$ cat src/sv/thsf_pkg.sv
// Package with the types, constants and command struct of the treble high-shelf filter.
package thsf_pkg;

	localparam int SAMPLE_BITS  = 24;
	localparam int LP_BITS      = 32;
	localparam int EXT_BITS     = LP_BITS - SAMPLE_BITS;
	localparam int CH_BITS      = 5;
	localparam int BOOST_BITS   = 19;
	localparam int POLE_BITS    = 16;
	localparam int RAMP_BITS    = 17;
	localparam int CHANS_BITS   = 6;
	localparam int CNT_BITS     = 7;
	localparam int MAX_CHAN_DEF = 32;

	localparam int CFG_IDX_BITS  = 3;
	localparam int CFG_DATA_BITS = 19;

	localparam logic [CFG_IDX_BITS-1:0] REG_POLE   = 3'd0;
	localparam logic [CFG_IDX_BITS-1:0] REG_RAMP   = 3'd1;
	localparam logic [CFG_IDX_BITS-1:0] REG_TARGET = 3'd2;
	localparam logic [CFG_IDX_BITS-1:0] REG_CHANS  = 3'd3;

	localparam logic [POLE_BITS-1:0]         POLE_RESET   = 16'd38824;
	localparam logic [RAMP_BITS-1:0]         RAMP_RESET   = 17'd27;
	localparam logic signed [BOOST_BITS-1:0] TARGET_RESET = 19'sd0;
	localparam logic [CHANS_BITS-1:0]        CHANS_RESET  = 6'd2;

	typedef struct packed {
		logic signed [SAMPLE_BITS-1:0] sample_in;
		logic [CH_BITS-1:0]            channel;
	} in_item_t;

	typedef struct packed {
		logic signed [SAMPLE_BITS-1:0] sample_out;
		logic [CH_BITS-1:0]            channel_out;
		logic                          clipped;
	} out_item_t;

	typedef struct packed {
		logic accept;
		logic ramp;
		logic lp;
		logic hp;
		logic mul;
		logic load;
	} cmd_t;

endpackage

$ cat src/sv/thsf_ctrl.sv
// Sequencing state machine and output handshake of the treble high-shelf filter.
module thsf_ctrl (
	input  logic          clk,
	input  logic          arst_n,
	input  logic          src_valid,
	output logic          src_stall,
	output logic          dst_valid,
	input  logic          dst_stall,
	output thsf_pkg::cmd_t cmd
);
	import thsf_pkg::*;

	localparam logic [2:0] ST_IDLE = 3'd0;
	localparam logic [2:0] ST_RAMP = 3'd1;
	localparam logic [2:0] ST_LP   = 3'd2;
	localparam logic [2:0] ST_HP   = 3'd3;
	localparam logic [2:0] ST_MUL  = 3'd4;
	localparam logic [2:0] ST_FIN  = 3'd5;

	logic [2:0] state_q;
	logic [2:0] state_nx;
	logic       out_valid_q;
	logic       out_free;
	logic       accept;

	assign out_free  = !out_valid_q || !dst_stall;
	assign src_stall = !((state_q == ST_IDLE) || ((state_q == ST_FIN) && out_free));
	assign accept    = src_valid && !src_stall;
	assign dst_valid = out_valid_q;

	always_comb begin
		cmd        = '0;
		cmd.accept = accept;
		cmd.ramp   = (state_q == ST_RAMP);
		cmd.lp     = (state_q == ST_LP);
		cmd.hp     = (state_q == ST_HP);
		cmd.mul    = (state_q == ST_MUL);
		cmd.load   = (state_q == ST_FIN) && out_free;
	end

	always_comb begin
		state_nx = state_q;
		unique case (state_q)
			ST_IDLE: begin
				if (accept) begin
					state_nx = ST_RAMP;
				end
			end
			ST_RAMP: state_nx = ST_LP;
			ST_LP:   state_nx = ST_HP;
			ST_HP:   state_nx = ST_MUL;
			ST_MUL:  state_nx = ST_FIN;
			ST_FIN: begin
				if (out_free) begin
					state_nx = accept ? ST_RAMP : ST_IDLE;
				end
			end
			default: state_nx = ST_IDLE;
		endcase
	end

	always_ff @(posedge clk or negedge arst_n) begin
		if (!arst_n) begin
			state_q     <= ST_IDLE;
			out_valid_q <= 1'b0;
		end else begin
			state_q <= state_nx;
			if (cmd.load) begin
				out_valid_q <= 1'b1;
			end else if (!dst_stall) begin
				out_valid_q <= 1'b0;
			end
		end
	end

	a_accept_starts: assert property (@(posedge clk) disable iff (!arst_n)
		accept |=> state_q == ST_RAMP)
		else $error("Accepted transfer did not start the sequence.");

	a_load_shows: assert property (@(posedge clk) disable iff (!arst_n)
		cmd.load |=> out_valid_q)
		else $error("Loaded result was not presented.");

	a_blocked_finish: assert property (@(posedge clk) disable iff (!arst_n)
		(state_q == ST_FIN) && out_valid_q && dst_stall |-> src_stall)
		else $error("Input taken while the finished result could not leave.");

endmodule

$ cat config.mk
export PLATFORM = sky130hd
export DESIGN_NAME = thsf_ctrl
export DESIGN_NICKNAME = d
export VERILOG_FILES = /design/src/sv/thsf_pkg.sv /design/src/sv/thsf_ctrl.sv
export SDC_FILE = /design/constraint.sdc
export NUM_CORES = 1
export LEC_CHECK = 0
export BUFFER_PORTS_ARGS = -buffer_cell sky130_fd_sc_hd__buf_2
export CAP_MARGIN = 20
export CORE_AREA = 4 4 41 43
export DETAILED_ROUTE_END_ITERATION = 7
export DIE_AREA = 0 0 45 47
export GPL_TIMING_DRIVEN = 0
export PLACE_DENSITY = 0.36
export SETUP_SLACK_MARGIN = 0.15
export SYNTH_ARGS = -nofsm -noshare
export SYNTH_HDL_FRONTEND = slang
export SYNTH_SLANG_ARGS = --single-unit
$ cat constraint.sdc
create_clock -name clk -period 2.4 [get_ports clk]
set_input_delay 0.48 -clock clk [delete_from_list [all_inputs] [get_ports clk]]
set_output_delay 0.48 -clock clk [all_outputs]
set_load 0.02 [all_outputs]
== Word-level counts from Yosys, hierarchy flattened ==
Cells that the tools add are included.
W data, S select, Z words.
Word-level totals
  bits of input ports: 4
  bits in registers: 4
  output and inout bits: 8
Cells by class
  equality and inequality tests: 8
  reduce and logical (&&, ||, !) cells: 9
  mux-type cells: 6
Operator list (number)
  $pmux W3 S6: 1
  $eq A3 B2 Y1 const B: 2
  $eq A3 B3 Y1 const B: 2
  $mux W3: 2
  $ne A2 B2 Y1 const B: 2
  $eq A3 B1 Y1 const B: 1
  $logic_not A1 Y1: 3
  $logic_not A3 Y1: 1
  $mux W1: 3
  $logic_and A1 B1 Y1: 2
  $logic_or A1 B1 Y1: 2
  $ne A2 B1 Y1 const B: 1
  $reduce_and A2 Y1: 1

== Logic depth before layout (Yosys ltp) ==
  depth after elaboration: 8
  mapped depth: 5
  mapped depth without buffers: 3

== Worst setup path before layout ==
Ideal clock, no wire load.
  kind: reg-to-output
  from: reg state_q[1]
  to: out cmd[0] in the netlist's numbering
  data arrival time: 1.170 ns
  stages on the path, launching flop included: 4
  data required time: 1.920 ns
  path buffers: 1
  slack: 0.750 ns
  cells stage by stage: dfrtp_1 buf_2 nand2b_1 nor3_1
RTL lines
  from (decl): RTL line thsf_ctrl.sv:20  | logic [2:0] state_q;
  from (signal assigned): RTL line thsf_ctrl.sv:67  | state_q <= state_nx;
  to (decl): RTL line thsf_ctrl.sv:9  | output thsf_pkg::cmd_t cmd

== Worst setup path in the final report ==
  from: reg state_q[0]
  to: out cmd[5] in the netlist's numbering
Between the ends
  cells in the longest elaborated chain, start to end: 4
Ends and longest elaborated chain
  $eq A3 B3 Y1: RTL line thsf_ctrl.sv:27  | assign src_stall = !((state_q == ST_IDLE) || ((state_q == ST_FIN) && out_free));
  $logic_and A1 B1 Y1: RTL line thsf_ctrl.sv:27
  $logic_or A1 B1 Y1 (*): RTL line thsf_ctrl.sv:27
  $logic_and A1 B1 Y1 (*): RTL line thsf_ctrl.sv:28  | assign accept = src_valid && !src_stall;
Every way passes the cells marked *; elsewhere a longest branch is shown, timed or not.

==> run_results.csv <==
group,metric,value,unit
synthesis,post_synth_mux_area_share,0,%
synthesis,yosys_register_bits,4,
critical_path,crit_slowest_cell,"sky130_fd_sc_hd__dfrtp_1",
synthesis,ys_types,16,
sta,final_worst_path_period_share,77.79,%
synthesis,syn_inst,31,
synthesis,syn-cell-area,241.5,um^2
sta,timing.final.max_slew_violations,0,
floorplan,std_cell_core_area,0.001301,mm^2
critical_path,worst_setup_path_end_kind,"output pin",
global_routing,grt_antenna_before_repair,0,
critical_path,critPathLaunchType,"flop",
synthesis,compound_gate_fraction_of_synth_area,16.58,%
global_routing,grt_start_max_net_pins,11,
routing,routed_len_inst,10.55,um
sta,setup_viol,0,
power,p_per_area,1418,mW/mm^2
power,power.ir.vdd_worst,0.3936,mV
synthesis,synth.net_count,35,
sta,rsz0062_at_grt,"no",
global_routing,first_global_vias,253,
routing,dr.pass1.iters,2,
cells_and_area,syn_to_final_growth,39.90,%
place,numPortBuffers,11,
clocking,worst_setup_hold_path_clk_slew,0.03,ns
routing,drc_errors,0,
floorplan,die_outline_area,0.002115,mm^2
sta,worst_slack,0.5329,ns
cells_and_area,design.final.nets,51,
critical_path,critical_path_arrival,1.39,ns
floorplan,effective_utilization_at_floorplan,18.56,%
sta,maxSlewHeadroom,84.34,%
sta,hold_viol_final,0,
synthesis,synth_sequential_area_ratio,41.45,%
floorplan,chipHeight,47,um
place,detailedPlacementHpwl,495.8,um
critical_path,slowest_delay,0.46,ns
critical_path,path_cells,"and2_1 -> a21oi_1 -> nor3b_1 -> buf_4 -> buf_2",
critical_path,cpLargestDelayFamily,"flip-flops",
routing,postRouteWirelength,633,um
clocking,holdBufCountCts,0,
clocking,cts.repair.resized,0,
synthesis,synthSimpleGateAreaFrac,31.61,%
clocking,clockBufferDepth,2,
clocking,worst_skew_pair.late_latency,0.23,ns
clocking,cts_tree,"yes",
cells_and_area,drive_gt1_share,37.78,%
sta,fin_setup_tns,0,ns
power,cellLeakagePower,0.0001793,uW
sta,tightestPinTransition,0.2350,ns
synthesis,synth_xor_area_share,0,%
run,maxCapViolations,0,
critical_path,timing.critical_path.buf_inv,2,
place,placement.setup.worst_slack,0.7206,ns
clocking,cts_buffers,3,
synthesis,syn_avg_cell_area,7.790,um^2
floorplan,dieWidth,45,um
critical_path,worst-setup-path-type,"reg -> out",
synthesis,synth_top_family_by_area,"simple AND/OR/NAND/NOR gates",
clocking,cts.sinks,4,
routing,route.antenna.remaining_nets,0,
synthesis,adder_cell_share_of_the_synthesized_area,0,%
routing,via_count,252,
critical_path,worstPathMaxFanout,7,
global_routing,first_pass_grt_wire_length,1.062,mm
clocking,clockRootBuffer,"sky130_fd_sc_hd__clkbuf_4",
cells_and_area,fillers,153,
sta,fin_skew,0.0001111,ns
synthesis,synthesis.yosys.warnings,0,
global_routing,gr-usage-all-layers,7.522,%
place,gp_routability_congestion,0.7049,
clocking,cts-htree-levels,1,
floorplan,core.rowCount,13,
critical_path,cp_data_required_time,1.92,ns
routing,drtIter0Drc,3,
routing,drt-vias-per-instance,4.200,
floorplan,top_level_pins,12,
outcome,outcome,"completed",
sta,min_cycle_time_layout,1.867,ns
min_path,hp-class,"in -> async",
sta,fmaxAchievable,535.6,MHz
clocking,post_cts_buffers,0,
global_routing,grt_remaining_overflow,0,
cells_and_area,num_antenna_cells,0,
state kept, by name, indices dropped and copies added, names as in the netlist:
signal	cells
dst_valid	1
state_q	3
worst reg2reg max path: cells and delay by family, from the launching register on:
family,cells,cell delay [ns]
buffers and inverters,1,0.16
AO/OA/AOI/OAI,1,0.21
AND/OR/NAND/NOR,1,0.20
flip-flops,1,0.35
metal layers:
layer | vias to the layer above | wire length (um) | track usage [%]
li1 | 132 | - | -
met1 | 108 | 305 | 8.696
met2 | 10 | 254 | 9.040
met3 | 2 | 55 | 2.682
met4 | 0 | 17 | 10.53
met5 | - | 0 | 0
final timing paths:
path | start | to | slack (ns) | depth (start not counted)
setup / recovery | state_q[0] | cmd[5] | 0.53 | 5
max in group asynchronous | arst_n | state_q[0] | 2.24 | 1
setup reg to reg | state_q[1] | dst_valid | 1.39 | 3
min in group clk | dst_stall | dst_valid | 0.53 | 3
hold / removal | arst_n | state_q[2] | 0.05 | 1
hold reg to reg | dst_valid | dst_valid | 0.56 | 2
per-stage QoR:
step	utilization [%]	std cells	total power [uW]	hold WS [ns]	area (um^2)
after floorplan	-	31	317.6	0.1844	241.5
after global placement	24.23	57	401.0	0.2891	315.3
after detailed placement	24.23	57	400.7	0.2906	315.3
after CTS	25.96	60	487.6	0.03932	337.8
after global routing	25.96	60	528.8	0.03854	337.8
final	25.96	60	479.1	0.04512	337.8
final cells by class:
class | instances | area (um^2) | area share [%]
plain buffers | 3 | 17.52 | 5.185
multi-input cells | 22 | 116.4 | 34.44
clock buffers | 3 | 22.52 | 6.667
inverters | 2 | 7.507 | 2.222
flip-flops and latches | 4 | 100.1 | 29.63
repair buffers | 11 | 55.05 | 16.30
well taps | 15 | 18.77 | 5.556
power by group:
group	switching (uW)	leakage, uW	internal (uW)	total [uW]
combinational	175	0.000114	103	278
clock	24.8	0.0000138	55.7	80.5
sequential	25.0	0.0000512	95.9	121
cells in the final DEF, fill, tap and decap left out:
cell type                  count
sky130_fd_sc_hd__nor3b_1       1
sky130_fd_sc_hd__buf_2        13
sky130_fd_sc_hd__o21ai_0       3
sky130_fd_sc_hd__a21oi_1       2
sky130_fd_sc_hd__dfrtp_1       4
sky130_fd_sc_hd__o22ai_1       1
sky130_fd_sc_hd__clkbuf_4      3
sky130_fd_sc_hd__nor3_1        3
sky130_fd_sc_hd__buf_4         1
sky130_fd_sc_hd__or2_1         1
sky130_fd_sc_hd__and3_1        1
sky130_fd_sc_hd__nor2_1        3
sky130_fd_sc_hd__inv_1         2
sky130_fd_sc_hd__and2_1        2
sky130_fd_sc_hd__a221oi_1      1
sky130_fd_sc_hd__nand2b_1      1
sky130_fd_sc_hd__nand2_1       3
synth_stat cells:
cell type | count | area share, %
sky130_fd_sc_hd__dfrtp_1 | 4 | 41
sky130_fd_sc_hd__nand2_1 | 3 | 4.7
sky130_fd_sc_hd__nor2_1 | 3 | 4.7
sky130_fd_sc_hd__nor3_1 | 3 | 6.2
sky130_fd_sc_hd__o21ai_0 | 3 | 6.2
sky130_fd_sc_hd__a21oi_1 | 2 | 4.1
sky130_fd_sc_hd__and2_1 | 2 | 5.2
sky130_fd_sc_hd__buf_2 | 2 | 4.1
sky130_fd_sc_hd__inv_1 | 2 | 3.1
sky130_fd_sc_hd__a221oi_1 | 1 | 3.6
sky130_fd_sc_hd__and3_1 | 1 | 2.6
sky130_fd_sc_hd__buf_4 | 1 | 3.1
sky130_fd_sc_hd__nand2b_1 | 1 | 2.6
sky130_fd_sc_hd__nor3b_1 | 1 | 3.1
sky130_fd_sc_hd__o22ai_1 | 1 | 2.6
sky130_fd_sc_hd__or2_1 | 1 | 2.6
kinds of logic (layout without fill, tap and decap cells):
family                 Yosys count  in the layout
flip-flops                       4              4
AO/OA/AOI/OAI                    7              7
buffers and inverters            5             19
AND/OR/NAND/NOR                 15             15
No activity file was read; power rests on OpenSTA's default activity.
